===== src/utf8pm_pkg.sv =====
// ----------------------------------------------------------------------------
// utf8pm_pkg
// Shared types, constants and helpers of the UTF-8 position mapper.
// ----------------------------------------------------------------------------
package utf8pm_pkg;

    localparam int OFFSET_W = 32;
    localparam int TGT_W    = 32;
    localparam int CMP_W    = ((OFFSET_W > TGT_W) ? OFFSET_W : TGT_W) + 1;
    localparam int CFG_AW   = 3;
    localparam int BQ_DEPTH = 4;
    localparam int BQ_AW    = 2;
    localparam int RQ_DEPTH = 2;
    localparam int RQ_AW    = 1;

    typedef logic [OFFSET_W-1:0] t_cnt;
    typedef logic [OFFSET_W:0]   t_cntx;
    typedef logic [CMP_W-1:0]    t_cmp;
    typedef logic [TGT_W-1:0]    t_tgt;
    typedef logic [BQ_AW:0]      t_bqc;
    typedef logic [RQ_AW:0]      t_rqc;

    localparam logic [CFG_AW-1:0] CFG_ENCODING  = 3'd0;
    localparam logic [CFG_AW-1:0] CFG_KIND      = 3'd1;
    localparam logic [CFG_AW-1:0] CFG_TGT_OFF   = 3'd2;
    localparam logic [CFG_AW-1:0] CFG_TGT_LINE  = 3'd3;
    localparam logic [CFG_AW-1:0] CFG_TGT_CHR   = 3'd4;

    localparam logic QK_OFFSET   = 1'b0;
    localparam logic QK_POSITION = 1'b1;

    localparam logic [7:0] LEAD2_LO  = 8'hC2;
    localparam logic [7:0] LEAD2_HI  = 8'hDF;
    localparam logic [7:0] LEAD3_LO  = 8'hE0;
    localparam logic [7:0] LEAD3_HI  = 8'hEF;
    localparam logic [7:0] LEAD4_LO  = 8'hF0;
    localparam logic [7:0] LEAD4_HI  = 8'hF4;
    localparam logic [7:0] CONT_MASK = 8'hC0;
    localparam logic [7:0] CONT_TAG  = 8'h80;
    localparam logic [7:0] NEWLINE   = 8'h0A;

    typedef enum logic [1:0] {
        PH_SCAN = 2'd0,
        PH_WALK = 2'd1,
        PH_DONE = 2'd2
    } t_phase;

    typedef struct packed {
        logic encoding_utf16;
        logic query_kind;
        t_tgt target_offset;
        t_tgt target_line;
        t_tgt target_character;
    } t_cfg;

    // one accepted item: leading single-byte characters, then at most one framed character
    typedef struct packed {
        logic [1:0] pre;
        logic       ev_vld;
        logic [2:0] ev_take;
        logic       ev_wide;
        logic       ev_nl;
        logic       last;
    } t_batch;

    typedef struct packed {
        logic found;
        t_tgt line_number;
        t_tgt character_number;
        t_tgt byte_offset_out;
    } t_res;

    function automatic logic [2:0] seq_len(input logic [7:0] b);
        logic [2:0] n;
        n = 3'd1;
        if (b >= LEAD2_LO && b <= LEAD2_HI) begin
            n = 3'd2;
        end else if (b >= LEAD3_LO && b <= LEAD3_HI) begin
            n = 3'd3;
        end else if (b >= LEAD4_LO && b <= LEAD4_HI) begin
            n = 3'd4;
        end
        return n;
    endfunction

endpackage


===== src/utf8pm_front.sv =====
// ----------------------------------------------------------------------------
// utf8pm_front
// Accepts source bytes, frames UTF-8 sequences and queues one batch per item.
// ----------------------------------------------------------------------------
module utf8pm_front (
    input  logic               i_clk,
    input  logic               i_rst_n,
    input  logic               push,
    output logic               full,
    input  logic [7:0]         i_source_byte,
    input  logic               i_no_byte,
    input  logic               i_last_byte,
    input  logic               i_bq_pop,
    output logic               o_bq_vld,
    output utf8pm_pkg::t_batch o_bq_head
);

    logic [1:0]             r_have, n_have;
    logic [2:0]             r_need, n_need;
    utf8pm_pkg::t_batch     r_bq [utf8pm_pkg::BQ_DEPTH];
    logic [utf8pm_pkg::BQ_AW-1:0] r_wp, r_rp;
    utf8pm_pkg::t_bqc       r_cnt;
    utf8pm_pkg::t_batch     bt;
    logic                   acc, cont, nl;
    logic [2:0]             slen;

    assign full      = (r_cnt == utf8pm_pkg::t_bqc'(utf8pm_pkg::BQ_DEPTH));
    assign acc       = push && !full;
    assign o_bq_vld  = (r_cnt != '0);
    assign o_bq_head = r_bq[r_rp];

    assign cont = ((i_source_byte & utf8pm_pkg::CONT_MASK) == utf8pm_pkg::CONT_TAG);
    assign nl   = (i_source_byte == utf8pm_pkg::NEWLINE);
    assign slen = utf8pm_pkg::seq_len(i_source_byte);

    always_comb begin
        bt      = '0;
        bt.last = i_last_byte;
        n_have  = r_have;
        n_need  = r_need;
        if (i_no_byte) begin
            if (i_last_byte) begin
                bt.pre = r_have;
            end
        end else if (r_have == 2'd0) begin
            if (slen == 3'd1 || i_last_byte) begin
                bt.ev_vld  = 1'b1;
                bt.ev_take = 3'd1;
                bt.ev_nl   = nl;
            end else begin
                n_have = 2'd1;
                n_need = slen;
            end
        end else if (cont) begin
            if ((3'({1'b0, r_have}) + 3'd1) == r_need) begin
                bt.ev_vld  = 1'b1;
                bt.ev_take = r_need;
                bt.ev_wide = (r_need == 3'd4);
                n_have     = 2'd0;
            end else if (i_last_byte) begin
                bt.pre     = r_have;
                bt.ev_vld  = 1'b1;
                bt.ev_take = 3'd1;
            end else begin
                n_have = r_have + 2'd1;
            end
        end else begin
            // broken sequence: held bytes go out one at a time, new byte starts afresh
            bt.pre = r_have;
            if (slen == 3'd1 || i_last_byte) begin
                bt.ev_vld  = 1'b1;
                bt.ev_take = 3'd1;
                bt.ev_nl   = nl;
                n_have     = 2'd0;
            end else begin
                n_have = 2'd1;
                n_need = slen;
            end
        end
        if (i_last_byte) begin
            n_have = 2'd0;
        end
    end

    always_ff @(posedge i_clk) begin
        if (!i_rst_n) begin
            r_have <= 2'd0;
            r_wp   <= '0;
            r_rp   <= '0;
            r_cnt  <= '0;
        end else begin
            if (acc) begin
                r_have <= n_have;
                r_wp   <= r_wp + 1'b1;
            end
            if (i_bq_pop) begin
                r_rp <= r_rp + 1'b1;
            end
            case ({acc, i_bq_pop})
                2'b10:   r_cnt <= r_cnt + 1'b1;
                2'b01:   r_cnt <= r_cnt - 1'b1;
                default: r_cnt <= r_cnt;
            endcase
        end
    end

    always_ff @(posedge i_clk) begin
        if (acc) begin
            r_need     <= n_need;
            r_bq[r_wp] <= bt;
        end
    end

endmodule


===== src/utf8pm_back.sv =====
// ----------------------------------------------------------------------------
// utf8pm_back
// One character per cycle while results fit; keeps counters, queues results.
// ----------------------------------------------------------------------------
module utf8pm_back (
    input  logic               i_clk,
    input  logic               i_rst_n,
    input  utf8pm_pkg::t_cfg   i_cfg,
    input  logic               i_bq_vld,
    input  utf8pm_pkg::t_batch i_bq_head,
    output logic               o_bq_pop,
    input  logic               i_res_pop,
    output logic               o_res_empty,
    output utf8pm_pkg::t_res   o_res
);

    typedef struct packed {
        utf8pm_pkg::t_phase phase;
        logic               found;
    } t_dec;

    function automatic t_dec settle(input t_dec cur, input utf8pm_pkg::t_cnt line,
                                    input utf8pm_pkg::t_cnt chr,
                                    input utf8pm_pkg::t_cnt byt,
                                    input utf8pm_pkg::t_cfg cfg);
        t_dec d;
        d = cur;
        if (d.phase != utf8pm_pkg::PH_DONE) begin
            if (cfg.query_kind == utf8pm_pkg::QK_OFFSET) begin
                if (utf8pm_pkg::t_cmp'(byt) == utf8pm_pkg::t_cmp'(cfg.target_offset)) begin
                    d.phase = utf8pm_pkg::PH_DONE;
                    d.found = 1'b1;
                end
            end else begin
                if (d.phase == utf8pm_pkg::PH_SCAN &&
                    utf8pm_pkg::t_cmp'(line) == utf8pm_pkg::t_cmp'(cfg.target_line)) begin
                    d.phase = utf8pm_pkg::PH_WALK;
                end
                if (d.phase == utf8pm_pkg::PH_WALK &&
                    utf8pm_pkg::t_cmp'(chr) == utf8pm_pkg::t_cmp'(cfg.target_character)) begin
                    d.phase = utf8pm_pkg::PH_DONE;
                    d.found = 1'b1;
                end
            end
        end
        return d;
    endfunction

    utf8pm_pkg::t_phase r_phase;
    logic               r_found;
    utf8pm_pkg::t_cnt   r_line, r_chr, r_byte;
    utf8pm_pkg::t_cnt   n_line, n_chr, n_byte;
    logic [1:0]         r_step;
    utf8pm_pkg::t_res   r_rq [utf8pm_pkg::RQ_DEPTH];
    logic [utf8pm_pkg::RQ_AW-1:0] r_rwp, r_rrp;
    utf8pm_pkg::t_rqc   r_rcnt;

    t_dec               d0, d1, d2, d3;
    logic [2:0]         n_ev, e_take, units;
    logic               is_pre, e_wide, e_nl, final_step, res_full, go, res_push, res_pop;
    logic               ovf, scan1, kind_pos;
    utf8pm_pkg::t_cntx  sum_b, sum_c;
    utf8pm_pkg::t_res   res;

    assign res_full    = (r_rcnt == utf8pm_pkg::t_rqc'(utf8pm_pkg::RQ_DEPTH));
    assign o_res_empty = (r_rcnt == '0);
    assign o_res       = r_rq[r_rrp];
    assign res_pop     = i_res_pop && !o_res_empty;
    assign kind_pos    = (i_cfg.query_kind == utf8pm_pkg::QK_POSITION);

    always_comb begin
        n_ev       = 3'(i_bq_head.pre) + 3'(i_bq_head.ev_vld);
        is_pre     = (r_step < i_bq_head.pre);
        e_take     = is_pre ? 3'd1 : i_bq_head.ev_take;
        e_wide     = is_pre ? 1'b0 : i_bq_head.ev_wide;
        e_nl       = is_pre ? 1'b0 : i_bq_head.ev_nl;
        final_step = (n_ev == 3'd0) || (3'({1'b0, r_step}) == (n_ev - 3'd1));
        go         = i_bq_vld && !(i_bq_head.last && final_step && res_full);
        o_bq_pop   = go && final_step;
        res_push   = o_bq_pop && i_bq_head.last;

        d0.phase = r_phase;
        d0.found = r_found;
        d1       = settle(d0, r_line, r_chr, r_byte, i_cfg);

        sum_b = utf8pm_pkg::t_cntx'(r_byte) + utf8pm_pkg::t_cntx'(e_take);
        ovf   = sum_b[utf8pm_pkg::OFFSET_W];
        units = i_cfg.encoding_utf16 ? (e_wide ? 3'd2 : 3'd1) : e_take;
        sum_c = utf8pm_pkg::t_cntx'(r_chr) + utf8pm_pkg::t_cntx'(units);
        scan1 = kind_pos && (d1.phase == utf8pm_pkg::PH_SCAN);

        d2     = d1;
        n_line = r_line;
        n_chr  = r_chr;
        n_byte = r_byte;
        if (n_ev != 3'd0 && d1.phase != utf8pm_pkg::PH_DONE) begin
            if (scan1) begin
                if (ovf) begin
                    d2 = '{utf8pm_pkg::PH_DONE, 1'b0};
                end else begin
                    n_byte = sum_b[utf8pm_pkg::OFFSET_W-1:0];
                    if (e_nl) begin
                        n_line = r_line + 1'b1;
                    end
                end
            end else if (e_nl) begin
                if (kind_pos || ovf) begin
                    d2 = '{utf8pm_pkg::PH_DONE, 1'b0};
                end else begin
                    n_byte = sum_b[utf8pm_pkg::OFFSET_W-1:0];
                    n_line = r_line + 1'b1;
                    n_chr  = '0;
                end
            end else if (!kind_pos &&
                         utf8pm_pkg::t_cmp'(sum_b) > utf8pm_pkg::t_cmp'(i_cfg.target_offset)) begin
                d2 = '{utf8pm_pkg::PH_DONE, 1'b0};
            end else if (kind_pos &&
                         utf8pm_pkg::t_cmp'(sum_c) > utf8pm_pkg::t_cmp'(i_cfg.target_character)) begin
                d2 = '{utf8pm_pkg::PH_DONE, 1'b0};
            end else if (ovf) begin
                d2 = '{utf8pm_pkg::PH_DONE, 1'b0};
            end else begin
                n_byte = sum_b[utf8pm_pkg::OFFSET_W-1:0];
                n_chr  = sum_c[utf8pm_pkg::OFFSET_W-1:0];
            end
        end
        d3 = settle(d2, n_line, n_chr, n_byte, i_cfg);

        res = '0;
        res.found = (d3.phase == utf8pm_pkg::PH_DONE) && d3.found;
        if (res.found) begin
            if (kind_pos) begin
                res.byte_offset_out = utf8pm_pkg::t_tgt'(n_byte);
            end else begin
                res.line_number      = utf8pm_pkg::t_tgt'(n_line);
                res.character_number = utf8pm_pkg::t_tgt'(n_chr);
            end
        end
    end

    always_ff @(posedge i_clk) begin
        if (!i_rst_n) begin
            r_phase <= utf8pm_pkg::PH_SCAN;
            r_found <= 1'b0;
            r_line  <= '0;
            r_chr   <= '0;
            r_byte  <= '0;
            r_step  <= 2'd0;
            r_rwp   <= '0;
            r_rrp   <= '0;
            r_rcnt  <= '0;
        end else begin
            if (go) begin
                if (res_push) begin
                    r_phase <= utf8pm_pkg::PH_SCAN;
                    r_found <= 1'b0;
                    r_line  <= '0;
                    r_chr   <= '0;
                    r_byte  <= '0;
                end else begin
                    r_phase <= d3.phase;
                    r_found <= d3.found;
                    r_line  <= n_line;
                    r_chr   <= n_chr;
                    r_byte  <= n_byte;
                end
                r_step <= final_step ? 2'd0 : r_step + 2'd1;
            end
            if (res_push) begin
                r_rwp <= r_rwp + 1'b1;
            end
            if (res_pop) begin
                r_rrp <= r_rrp + 1'b1;
            end
            case ({res_push, res_pop})
                2'b10:   r_rcnt <= r_rcnt + 1'b1;
                2'b01:   r_rcnt <= r_rcnt - 1'b1;
                default: r_rcnt <= r_rcnt;
            endcase
        end
    end

    always_ff @(posedge i_clk) begin
        if (res_push) begin
            r_rq[r_rwp] <= res;
        end
    end

endmodule


===== src/utf8_position_mapper.sv =====
// ----------------------------------------------------------------------------
// utf8_position_mapper
// Maps between byte offsets and line/character positions of a UTF-8 source.
// ----------------------------------------------------------------------------
// Usage:
//   Input queue: drive one source byte per transfer on push while full is low;
//   no_byte marks an item without a byte, last_byte ends the source.
//   Result queue: while empty is low the oldest result is on the o_ ports;
//   pop takes it. One result comes for every item with last_byte set.
//   Configuration: i_cfg_we writes i_cfg_data to register i_cfg_idx at once
//   (0 encoding, 1 query kind, 2 offset, 3 line, 4 character); write only
//   while no source is in flight.
//   Throughput: one item per cycle for well-formed text. A broken or cut-short
//   sequence gives the character walker extra characters to step through, as
//   it retires one character a cycle; a four-entry queue absorbs this.
//   Path: the last item is registered in the input queue, then its result in
//   the result queue once the walker has stepped through that item.
//   Stalls: with two results waiting the walker holds at the end of the next
//   source; the input queue then fills and full rises.
//   Reset: queues and counters clear; encoding resets to UTF-16 units, query
//   kind to offset lookup, targets to zero.
// ----------------------------------------------------------------------------
module utf8_position_mapper (
    input  logic        i_clk,
    input  logic        i_rst_n,
    input  logic        push,
    output logic        full,
    input  logic [7:0]  i_source_byte,
    input  logic        i_no_byte,
    input  logic        i_last_byte,
    output logic        empty,
    input  logic        pop,
    output logic        o_found,
    output logic [31:0] o_line_number,
    output logic [31:0] o_character_number,
    output logic [31:0] o_byte_offset_out,
    input  logic        i_cfg_we,
    input  logic [2:0]  i_cfg_idx,
    input  logic [31:0] i_cfg_data
);

    utf8pm_pkg::t_cfg   r_cfg;
    utf8pm_pkg::t_batch bq_head;
    utf8pm_pkg::t_res   res;
    logic               bq_vld, bq_pop;

    always_ff @(posedge i_clk) begin
        if (!i_rst_n) begin
            r_cfg.encoding_utf16   <= 1'b1;
            r_cfg.query_kind       <= utf8pm_pkg::QK_OFFSET;
            r_cfg.target_offset    <= '0;
            r_cfg.target_line      <= '0;
            r_cfg.target_character <= '0;
        end else if (i_cfg_we) begin
            case (i_cfg_idx)
                utf8pm_pkg::CFG_ENCODING: r_cfg.encoding_utf16   <= i_cfg_data[0];
                utf8pm_pkg::CFG_KIND:     r_cfg.query_kind       <= i_cfg_data[0];
                utf8pm_pkg::CFG_TGT_OFF:  r_cfg.target_offset    <= i_cfg_data;
                utf8pm_pkg::CFG_TGT_LINE: r_cfg.target_line      <= i_cfg_data;
                utf8pm_pkg::CFG_TGT_CHR:  r_cfg.target_character <= i_cfg_data;
                default:                  r_cfg                  <= r_cfg;
            endcase
        end
    end

    utf8pm_front u_front (
        .i_clk         (i_clk),
        .i_rst_n       (i_rst_n),
        .push          (push),
        .full          (full),
        .i_source_byte (i_source_byte),
        .i_no_byte     (i_no_byte),
        .i_last_byte   (i_last_byte),
        .i_bq_pop      (bq_pop),
        .o_bq_vld      (bq_vld),
        .o_bq_head     (bq_head)
    );

    utf8pm_back u_back (
        .i_clk       (i_clk),
        .i_rst_n     (i_rst_n),
        .i_cfg       (r_cfg),
        .i_bq_vld    (bq_vld),
        .i_bq_head   (bq_head),
        .o_bq_pop    (bq_pop),
        .i_res_pop   (pop),
        .o_res_empty (empty),
        .o_res       (res)
    );

    assign o_found            = res.found;
    assign o_line_number      = res.line_number;
    assign o_character_number = res.character_number;
    assign o_byte_offset_out  = res.byte_offset_out;

`ifndef SYNTHESIS
    a_empty_after_reset: assert property (@(posedge i_clk)
        !i_rst_n |=> empty)
        else $error("result queue not empty after reset");

    a_fail_clears_fields: assert property (@(posedge i_clk) disable iff (!i_rst_n)
        (!empty && !o_found) |->
        (o_line_number == '0 && o_character_number == '0 && o_byte_offset_out == '0))
        else $error("failed mapping carries non-zero fields");

    a_one_mode_fields: assert property (@(posedge i_clk) disable iff (!i_rst_n)
        !empty |->
        (o_byte_offset_out == '0 || (o_line_number == '0 && o_character_number == '0)))
        else $error("result mixes position and offset fields");
`endif

endmodule

===== config.mk =====
export PLATFORM = sky130hd
export DESIGN_NAME = utf8_position_mapper
export DESIGN_NICKNAME = d
export VERILOG_FILES = /design/src/utf8pm_pkg.sv /design/src/utf8pm_front.sv /design/src/utf8pm_back.sv /design/src/utf8_position_mapper.sv
export SDC_FILE = /design/constraint.sdc
export NUM_CORES = 1
export LEC_CHECK = 0
export ABC_AREA = 1
export BUFFER_PORTS_ARGS = -buffer_cell sky130_fd_sc_hd__buf_2
export CAP_MARGIN = 20
export CORE_MARGIN = 2
export CORE_UTILIZATION = 45
export CTS_BUF_LIST = sky130_fd_sc_hd__clkbuf_16
export CTS_CLUSTER_SIZE = 16
export DETAILED_ROUTE_END_ITERATION = 6
export SETUP_SLACK_MARGIN = 0.15
export SLEW_MARGIN = 20
export SYNTH_ARGS = -nofsm -noshare
export SYNTH_HDL_FRONTEND = slang
export SYNTH_SLANG_ARGS = --single-unit
export TNS_END_PERCENT = 5

===== constraint.sdc =====
create_clock -name i_clk -period 13.5 [get_ports i_clk]
set_clock_uncertainty 0.15 [all_clocks]
set_input_delay 1.35 -clock i_clk [delete_from_list [all_inputs] [get_ports i_clk]]
set_output_delay 1.35 -clock i_clk [all_outputs]
set_load 0.03 [all_outputs]

==> impl_metrics.yaml, run 1 <==
run_status:
  status: "finished clean"
drt:
  drtAntennaViolNets: 0
  routedWlPerCell_microns: 20.6
  vias: 28098
  vias_per_cell: 5.52
  remaining_drc_errors: 0
  wl_microns: 105000
  drt-pass1-iter-count: 6
  first_iter_violations: 2887
clocking:
  htreeDepth: 2
  clockRootBuffer: "clkbuf_16"
  ctsHoldBuffers: 0
  cts_buffer_depth: 3
  cts_tree: "built"
  clkTransAtPathRegs_ns: 0.06
  clkLatencyLatePin_ns: 0.64
  cts.sinks: 448
  cts_inserted_buffers: 49
  post_cts_buffers: 0
  cts_resized: 0
logic_synthesis:
  synth-xor-area-share: 0.0344
  yosysWarnings: 0
  yosys.area_share.simple: 0.316
  ys_types: 56
  synth_top_family_by_area: "simple AND/OR/NAND/NOR gates"
  avgSynthCellArea_sq_um: 7.07
  ys_seq_elements: 448
  synth_edf_count: 233
  ys_seq_area_frac: 0.382
  synthMuxAreaShare: 0.0370
  synthAdderAreaFrac: 0.0376
  async_reset_ff_frac: 0
  syn_area_sq_um: 29500
  netlist_instances: 4179
  synth_compound_area_frac: 0.104
  synth_nets: 4316
  synthFlopType: "edfxtp_1"
critical_path:
  critPathArrivalTime_ns: 10.29
  startpoint_type: "flop"
  cp.required_ns: 13.77
  critPathMaxFanout: 97
  worst-setup-path-type: "flop to flop"
  crit_top_cell: "nand2_1"
  crit_path_top_delay_cell: "dfxtp_1"
  end_kind: "flop"
  critPathMaxStageDelay_ns: 0.71
power:
  finalPower_mw: 8.53
  seq_power_share: 0.226
  internal-power_mw: 3.99
  switching_power_mw: 4.54
  clkPwrFrac: 0.179
  switching_share: 0.532
  p_leak_nw: 13.9
  p_per_area_nw_per_um2: 263
  ir_drop_mv: 0.237
  p_comb_frac: 0.595
sta:
  fin_crit_ns: 10.03
  final_max_slew_viol_count: 0
  hold_viol: 0
  setup_violations: 0
  fmax_ghz: 0.0997
  setup_ws_ns: 3.47
  rsz0062_at_grt: "false"
  relSlewSlack: 0.260
  whs_ns: 0.313
  worst_pin_slew_ns: 1.11
  setup_tns_ns: 0
  fin_crit_sh: 0.743
die:
  num_rows: 93
  pin_count: 149
  start_util: 0.457
  die_w_microns: 260
  core_sq_um: 64700
  chipHeight_microns: 260
  dieArea_sq_um: 67700
layout:
  final_area_sq_um: 32400
  postLayoutCoreUtil: 0.502
  n_antenna_cell: 0
  area.sequential_sq_um: 11300
  areaGrowthSynthToFinish_pct: 9.82
  fin_cells: 5090
  n_fill_cell: 6639
  drive_above_1_share: 0.113
  final_nets: 4332
  multi_input_area_sq_um: 15700
global_route:
  grt_use_total: 0.303
  grt_remaining_overflow: 0
  grt_pass1_wl_microns: 157000
  grt_pass1_vias: 25596
  grt_max_degree: 98
  antenna_found_initial: 5
min_path:
  worstHoldPathType: "flop to flop"
placement:
  pre_cts_slack_ns: 3.74
  placed_cell_area_sq_um: 30600
  dp_hpwl_microns: 74200
  dp_cells: 4999
  gp_congestion: 1.00
  io_buffers: 148
run:
  maxCapViolCount: 0
worst max-delay path, delay by kind of cell, from the launching register on:
kind,cells,cell delay (ns)
AOI/OAI and AO/OA,5,0.73
xor gates and xnor gates,1,0.27
adders and majority gates,4,1.11
buffers and inverters,5,1.06
DFF,1,0.71
and+or+nand+nor,30,5.59
cell usage after synthesis (2+ instances only):
library cell	n	share of area
nor3_1	46	0.0078
o21ai_0	213	0.036
ha_1	84	0.036
dfxtp_1	215	0.15
o21bai_1	7	0.0018
or2_0	5	0.0011
and2_1	2	0.00042
fa_1	3	0.0020
inv_2	41	0.0052
nor3_2	6	0.0020
clkbuf_1	100	0.013
o22ai_1	5	0.0011
xor2_1	91	0.027
buf_2	84	0.014
inv_1	385	0.049
a21oi_1	283	0.048
nor2_1	336	0.043
nand2_4	4	0.0015
o211ai_1	26	0.0066
or2_2	7	0.0015
buf_4	8	0.0020
o21a_1	5	0.0013
a21o_1	2	0.00051
buf_12	3	0.0020
nand2_2	10	0.0021
nand4_1	59	0.012
a22oi_1	2	0.00051
nor2_4	32	0.012
nand2_1	1403	0.18
o21ai_1	23	0.0039
nor2_2	4	0.00085
buf_6	4	0.0015
nand3_2	8	0.0027
edfxtp_1	233	0.24
o31ai_1	2	0.00051
xnor2_1	25	0.0074
a211oi_1	2	0.00051
nor4_1	12	0.0025
mux2_2	97	0.037
nand3_1	273	0.046
buf_1	6	0.00076
o221ai_1	3	0.00089
clkbuf_2	3	0.00051
clkinv_1	5	0.00064
worst paths after layout:
path / start / endpoint / slack [ns] / cells after the start
worst max-delay path: flop / u_back.r_rq[1][9] / 3.47 / 45
worst min-delay path: u_back.r_rrp / flop / 0.31 / 1
worst max register to register: flop / u_back.r_rq[1][9] / 3.47 / 45
worst min register to register: u_back.r_rrp / flop / 0.31 / 1
sequential cells by signal, summed over array words and instances (netlist names), named ones only:
register and count:
u_back.r_chr 32, u_back.r_rrp 1, u_front.r_bq 36, u_front.r_need 3, u_back.r_step 2, u_back.r_byte 32
u_back.r_rq 194, u_front.r_rp 2, r_cfg 98, u_front.r_wp 2, u_back.r_rwp 1, u_front.r_have 2
u_back.r_rcnt 2, u_back.r_found 1, u_front.r_cnt 3, u_back.r_phase 2, u_back.r_line 32
cell type report:
type                       count  area share
sequential                   448       0.348
inverter                     432      0.0502
tap                          855      0.0330
timing repair buffer         173      0.0286
multi-input combinational   3091       0.483
clock buffer                  49      0.0378
clock inverter                42      0.0188
power by group through the flow:
stage	Clock, mW	Combinational (mW)	Sequential, mW
global route	1.61	5.56	1.95
CTS	1.55	5.01	1.92
floorplan	0	3.65	1.84
finish	1.53	5.07	1.93
detailed placement	0	4.98	1.95
global placement	0	4.98	1.95
kinds of logic after synthesis:
logic type	count (synthesis)
compound gates	579
xor+xnor	116
fa+ha+maj	87
buf+inv	640
flops	448
mux	97
simple gates	2212
layout by cell type, fill, tap and decap left out, types with 7 or more instances in the layout:
master	n
buf_2	148
clkinv_1	10
nand4_1	59
inv_2	41
nand2_1	1401
or2_2	7
mux2_2	97
nor4_1	12
clkinv_2	8
inv_1	391
o21ai_1	23
xor2_1	91
o21bai_1	7
o211ai_1	26
ha_1	84
buf_4	25
nand3_2	10
a21oi_1	283
nand3_1	271
o21ai_0	213
nor3_1	45
nor2_1	333
nor2_4	35
dfxtp_1	213
bufinv_16	13
edfxtp_1	233
xnor2_1	25
nand2_2	11
nor3_2	7
clkbuf_16	49
metal layers:
metal / vias to the layer above / wire length, microns / global-route usage
li1: 13592 / - / -
met1: 13119 / 44800 / 0.414
met2: 1197 / 47400 / 0.486
met3: 190 / 8560 / 0.0474
met4: 0 / 4020 / 0.110
met5: - / 0 / 0
No activity file was read; power rests on OpenSTA's default activity.
==> run 2: changes to the inputs <==
Settings changed: ABC_AREA 1 to 0.
Clock period 13.5 ns to 8.5 ns, I/O delays scaled along.
==> run 2 against run 1 <==
  * Fmax rose by 20%
  * Final cell count fell by 15%
  * Die area fell by 5.1%
  * Clock power rose by 45%
  * Register-to-register slack got worse by 3.3 ns
  * Flip-flop and latch count did not move
  * Non-clock buffer count rose by 388
  * Global-route usage up 5.9 points
  * Total power grew 69%
  * Setup slack worse by 3.3 ns
  * Critical path type unchanged
==> impl_metrics.yaml, run 2 <==
run_status:
  status: "finished clean"
logic_synthesis:
  yosysTopAreaCellShare: 0.250
  synthFlopType: "edfxtp_1"
  ys_seq_elements: 448
  avgSynthCellArea_sq_um: 9.16
  synth_compound_area_frac: 0.161
  synth_top_family_by_area: "simple AND/OR/NAND/NOR gates"
  yosys.area_share.simple: 0.217
  netlist_instances: 3058
  yosys-top-cells-count: "406 x nand2_1, 233 x edfxtp_1, 215 x dfxtp_1"
  synth_edf_count: 233
  synthMuxAreaShare: 0.0521
  synth_nets: 3195
  synthTopCellsByArea: "edfxtp_1 25%, dfxtp_1 15%, nand2_1 5.4%, xnor2_1 4.6%, mux2_2 4.1%"
  ys_types: 99
  yosys.area.top_type: "edfxtp_1"
  async_reset_ff_frac: 0
  syn_area_sq_um: 28000
  yosysWarnings: 0
  ys_seq_area_frac: 0.403
  synthAdderAreaFrac: 0.0397
  synth-xor-area-share: 0.0784
  yosysMostFrequentCell: "nand2_1"
drt:
  drt-pass1-iter-count: 6
  wl_microns: 120000
  first_iter_violations: 2790
  drtAntennaViolNets: 0
  routedWlPerCell_microns: 27.9
  remaining_drc_errors: 0
  vias: 26697
  vias_per_cell: 6.19
power:
  switching_share: 0.483
  p_leak_nw: 13.1
  internal-power_mw: 7.45
  clkPwrFrac: 0.154
  p_per_area_nw_per_um2: 410
  p_comb_frac: 0.659
  switching_power_mw: 6.97
  finalPower_mw: 14.4
  seq_power_share: 0.187
  ir_drop_mv: 0.393
global_route:
  grt_remaining_overflow: 0
  grt_use_total: 0.363
  antenna_found_initial: 1
  grt_max_degree: 95
  grt_pass1_wl_microns: 171000
  grt_pass1_vias: 25514
layout:
  n_antenna_cell: 0
  final_area_sq_um: 35200
  n_fill_cell: 5507
  layout_common_cells: "398 x nand2_1, 371 x buf_4, 233 x edfxtp_1"
  top_regs: "u_back.r_rq: 194 flops, r_cfg: 98 flops, u_front.r_bq: 36 flops"
  drive_above_1_share: 0.281
  final_nets: 3574
  areaGrowthSynthToFinish_pct: 25.6
  largest_register: "u_back.r_rq"
  final_common_cell: "nand2_1"
  largest_reg_flops: 194
critical_path:
  critPathArrivalTime_ns: 8.56
  critPathMaxStageDelay_ns: 0.57
  reg2reg_to: "u_back.r_rq[0][77]"
  critPathMaxFanout: 11
  crit_path_top_delay_cell: "or4b_4"
  startpoint_type: "flop"
  end_kind: "flop"
  worst-setup-path-type: "flop to flop"
  r2r_start: "u_front.r_bq[3][8]"
  r2r_slack_ns: 0.16
  cp.required_ns: 8.72
  r2r_cells: 31
placement:
  dp_hpwl_microns: 89600
  pre_cts_slack_ns: -0.706
  io_buffers: 148
  placed_cell_area_sq_um: 31700
  gp_congestion: 1.06
clocking:
  cts.sinks: 448
  clkTransAtPathRegs_ns: 0.06
  cts_tree: "built"
  clockRootBuffer: "clkbuf_16"
  cts_buffer_depth: 3
  clkLatencyLatePin_ns: 0.62
  cts_inserted_buffers: 49
  htreeDepth: 2
min_path:
  min-delay-start: "r_cfg[51]"
  worstHoldPathType: "flop to flop"
  holdPathStages: 2
  worstHoldEndpoint: "r_cfg[51]"
sta:
  setup_tns_ns: 0
  fin_crit_sh: 0.981
  setup_ws_ns: 0.159
  final_max_slew_viol_count: 0
  hold_viol: 0
  relSlewSlack: 0.230
  rsz0062_at_grt: "true"
  worst_pin_slew_ns: 1.15
  whs_ns: 0.330
  setup_violations: 0
  fin_crit_ns: 8.34
  fmax_ghz: 0.120
die:
  dieArea_sq_um: 64300
  num_rows: 91
  die_w_microns: 253
  chipHeight_microns: 253
  pin_count: 149
  start_util: 0.455
  core_sq_um: 61600
run:
  maxCapViolCount: 0
[run 2: final cells by class]
| cell class | count | area [sq um] | area share |
|---|---|---|---|
| multi-input combinational | 2273 | 16600 | 0.472 |
| sequential | 448 | 11300 | 0.322 |
| timing repair buffer | 561 | 4160 | 0.118 |
| clock buffer | 49 | 1230 | 0.0349 |
| tap | 837 | 1050 | 0.0298 |
| clock inverter | 43 | 428 | 0.0122 |
| inverter | 104 | 390 | 0.0111 |
[run 2: worst max-delay path: cells and delay by family (launching register included)]
kind,cells,cell delay (ns)
AND/OR/NAND/NOR,10,2.85
AO/OA/AOI/OAI,9,1.99
buffers and inverters,6,0.93
multiplexers,2,0.82
adder cells (fa/ha/maj),3,0.76
flip-flops,1,0.36
XOR/XNOR,1,0.22
[run 2: repair_timing]
item	in CTS	in global routing
cloned	3	7
endpoints found under the setup margin	197	197
hold buffers	0	0
buffers inserted	12	30
gates resized for setup	100	146
pin swaps	27	67
[run 2: logic make-up after synthesis]
| family | after synthesis |
|---|---|
| adder cells (fa/ha/maj) | 87 |
| XOR/XNOR | 249 |
| AND/OR/NAND/NOR | 1183 |
| buffers and inverters | 337 |
| flip-flops | 448 |
| multiplexers | 122 |
| AO/OA/AOI/OAI | 632 |
[run 2: power groups by stage]
| stage | combinational (mW) | sequential, mW | clock (mW) |
|---|---|---|---|
| final | 9.50 | 2.70 | 2.22 |
| after global routing | 9.84 | 2.72 | 2.33 |
| after detailed placement | 7.53 | 2.74 | 0 |
| after floorplan | 3.88 | 2.69 | 0 |
| after CTS | 8.22 | 2.69 | 2.25 |
| after global placement | 7.51 | 2.72 | 0 |
[run 2: through the flow]
step / util / cells
after global routing: 0.571 / 4315
after CTS: 0.552 / 4279
after global placement: 0.515 / 4172
after detailed placement: 0.515 / 4172
after floorplan: - / 3058
final: 0.571 / 4315
[run 2: routing by layer]
metal | global-route usage | part of all wire
met1 | 0.481 | 0.41
met2 | 0.571 | 0.45
met3 | 0.0670 | 0.089
met4 | 0.175 | 0.058
met5 | 0 | 0.00011
[run 2: worst max-delay path by stage]
| stage | start | endpoint | slack, ns | depth (start not counted) |
|---|---|---|---|---|
| 2_1_floorplan | flop | u_back.r_rq[0][33] | 0.29 | 31 |
| 5_1_grt | u_front.r_bq[3][8] | u_back.r_rq[0][62] | -0.03 | 33 |
| 3_5_place_dp | flop | u_back.r_rq[1][39] | -0.71 | 30 |
| 3_3_place_gp | flop | u_back.r_rq[0][1] | -0.54 | 31 |
| 4_1_cts | u_front.r_bq[3][8] | u_back.r_rq[1][30] | 0.12 | 36 |
| 6_report | u_front.r_bq[3][8] | u_back.r_rq[0][77] | 0.16 | 31 |
==> run 3: changes to the inputs <==
Settings changed: CORE_ASPECT_RATIO from default to 0.75, CTS_BUF_LIST sky130_fd_sc_hd__clkbuf_16 to sky130_fd_sc_hd__clkbuf_4 sky130_fd_sc_hd__clkbuf_8, SYNTH_HIERARCHICAL from default to 1.
==> run 3 against run 2 <==
  * The flow now finishes with violations (design-rule violations)
  * Register-to-register slack worse by 0.02 ns
  * Combinational power down 23%
  * First-iteration DRC count grew 13%
  * Final area is 2.6% lower
==> impl_metrics.yaml, run 3 <==
run_status:
  status: "finished with violations"
  violations: "design-rule violations"
drt:
  remaining_drc_errors: 1
  routedWlPerCell_microns: 29.6
  drt-pass1-iter-count: 7
  first_iter_violations: 3144
  vias_per_cell: 6.26
  drtAntennaViolNets: 0
  vias: 26506
  wl_microns: 125000
layout:
  areaGrowthSynthToFinish_pct: 21.0
  drive_above_1_share: 0.275
  layout_common_cells: "310 x nand2_1, 308 x buf_4, 233 x edfxtp_1"
  final_area_sq_um: 34300
  fin_cells: 4232
  largest_reg_flops: 194
  top_regs: "u_back/r_rq: 194 flops, r_cfg: 98 flops, u_front/r_bq: 36 flops"
  n_antenna_cell: 0
  largest_register: "u_back/r_rq"
  final_common_cell: "nand2_1"
  final_nets: 3496
logic_synthesis:
  yosysMostFrequentCell: "nand2_1"
  syn_area_sq_um: 28300
  synthAdderAreaFrac: 0.0392
  yosysWarnings: 6
  synth_top_family_by_area: "simple AND/OR/NAND/NOR gates"
  synth-xor-area-share: 0.0751
  synth_compound_area_frac: 0.143
  synth_nets: 3147
  synthFlopType: "edfxtp_1"
  yosysTopAreaCellShare: 0.247
  ys_seq_elements: 448
  synthMuxAreaShare: 0.0910
  synthTopCellsByArea: "edfxtp_1 25%, dfxtp_1 15%, xnor2_1 5.2%, mux2i_1 4.2%, mux2_2 4.2%"
  yosys.area_share.simple: 0.199
  avgSynthCellArea_sq_um: 9.41
  yosys.area.top_type: "edfxtp_1"
  ys_seq_area_frac: 0.399
  synth_edf_count: 233
  ys_types: 119
  yosys-top-cells-count: "312 x nand2_1, 233 x edfxtp_1, 218 x nor2_1"
  netlist_instances: 3010
  async_reset_ff_frac: 0
power:
  finalPower_mw: 12.1
  ir_drop_mv: 0.463
  p_leak_nw: 12.9
  p_per_area_nw_per_um2: 354
sta:
  setup_violations: 0
  worst_pin_slew_ns: 1.15
  final_max_slew_viol_count: 0
  fin_crit_ns: 8.36
  fin_crit_sh: 0.984
  hold_viol: 0
  rsz0062_at_grt: "true"
  whs_ns: 0.269
  fmax_ghz: 0.120
  relSlewSlack: 0.226
placement:
  io_buffers: 148
  placed_cell_area_sq_um: 31500
  dp_cells: 4062
  gp_congestion: 1.05
  dp_hpwl_microns: 93500
critical_path:
  crit_path_top_delay_cell: "mux4_2"
  startpoint_type: "flop"
  crit_top_cell: "buf_4"
  worst-setup-path-type: "flop to flop"
  cp.required_ns: 8.89
  end_kind: "flop"
  critPathMaxStageDelay_ns: 0.54
  critPathArrivalTime_ns: 8.75
  critPathMaxFanout: 8
clocking:
  cts_tree: "built"
  ctsHoldBuffers: 0
  cts.sinks: 448
  cts_inserted_buffers: 75
  htreeDepth: 3
  clockRootBuffer: "clkbuf_8"
  clkTransAtPathRegs_ns: 0.07
  clkLatencyLatePin_ns: 0.75
  cts_buffer_depth: 3
min_path:
  worstHoldPathType: "input port to flop"
global_route:
  grt_pass1_vias: 25127
  grt_remaining_overflow: 0
  antenna_found_initial: 6
  grt_max_degree: 109
  grt_pass1_wl_microns: 175000
  grt_use_total: 0.369
die:
  pin_count: 149
  chipHeight_microns: 221
  core_sq_um: 62200
  die_w_microns: 294
  num_rows: 79
  dieArea_sq_um: 65000
  start_util: 0.456
run:
  maxCapViolCount: 0
run 3: changes by cell type after synthesis, sizes merged, moves of 78 or more:
cell / previous run / this run
buf: 36 / 114
mux2i: 12 / 119
a21boi: 106 / 12
nor2: 143 / 221
clkbuf: 197 / 98
nand2: 406 / 313
run 3: critical path, delay by kind of cell, from the launching register on:
kind | cells | cell delay [ns]
adder cells (fa/ha/maj) | 2 | 0.48
multiplexers | 1 | 0.54
AO/OA/AOI/OAI | 11 | 2.76
XOR/XNOR | 2 | 0.39
buffers and inverters | 12 | 1.86
AND/OR/NAND/NOR | 7 | 1.58
flip-flops | 1 | 0.35
run 3: layer usage:
layer,share of wire,wire length (microns),vias up,track usage
li1,-,-,11648,-
met1,0.45,55800,13023,0.546
met2,0.40,50600,1590,0.515
met3,0.12,15000,241,0.111
met4,0.030,3730,4,0.104
met5,0.00021,26,-,0
run 3: what timing repair did:
action	CTS	global route
buffers inserted	4	17
resized for setup	30	169
pin swaps	9	49
setup endpoints to repair	196	196
gates cloned	0	9
run 3: logic make-up (layout without fill, tap and decap cells):
family,after synthesis,after routing
buffers and inverters,335,747
AO/OA/AOI/OAI,568,568
flip-flops,448,448
multiplexers,233,233
AND/OR/NAND/NOR,1096,1096
XOR/XNOR,243,243
adder cells (fa/ha/maj),87,87
run 3: worst paths after layout:
kind,from,endpoint,slack [ns],cells after the start
worst max-delay path,flop,u_back/r_rq[1][43],0.14,35
worst min-delay path,i_cfg_data[0],r_cfg[97],0.27,3
worst max register to register,flop,u_back/r_rq[1][43],0.14,35
worst min register to register,r_cfg[47],r_cfg[47],0.32,2
run 3: power breakdown:
| group | switching, mW | leakage (nW) | internal [mW] |
|---|---|---|---|
| Sequential | 0.160 | 3.72 | 2.57 |
| Combinational | 4.75 | 8.37 | 2.61 |
| Clock | 0.998 | 0.823 | 1.06 |
run 3: stage by stage:
stage	worst slack (ns)	TNS [ns]	utilization
after global placement	-0.107	-10.62	0.506
after global routing	0.0261	0	0.551
after detailed placement	-0.404	-57.43	0.507
after floorplan	0.435	0	-
after CTS	0.165	0	0.535
final	0.136	0	0.551
run 3: final cells by class:
type / instances / area (sq um)
timing repair buffer: 484 / 3560
fill: 5710 / 27900
clock inverter: 38 / 294
clock buffer: 102 / 1270
sequential: 448 / 11300
tap: 810 / 1010
multi-input combinational: 2227 / 16400
inverter: 123 / 462
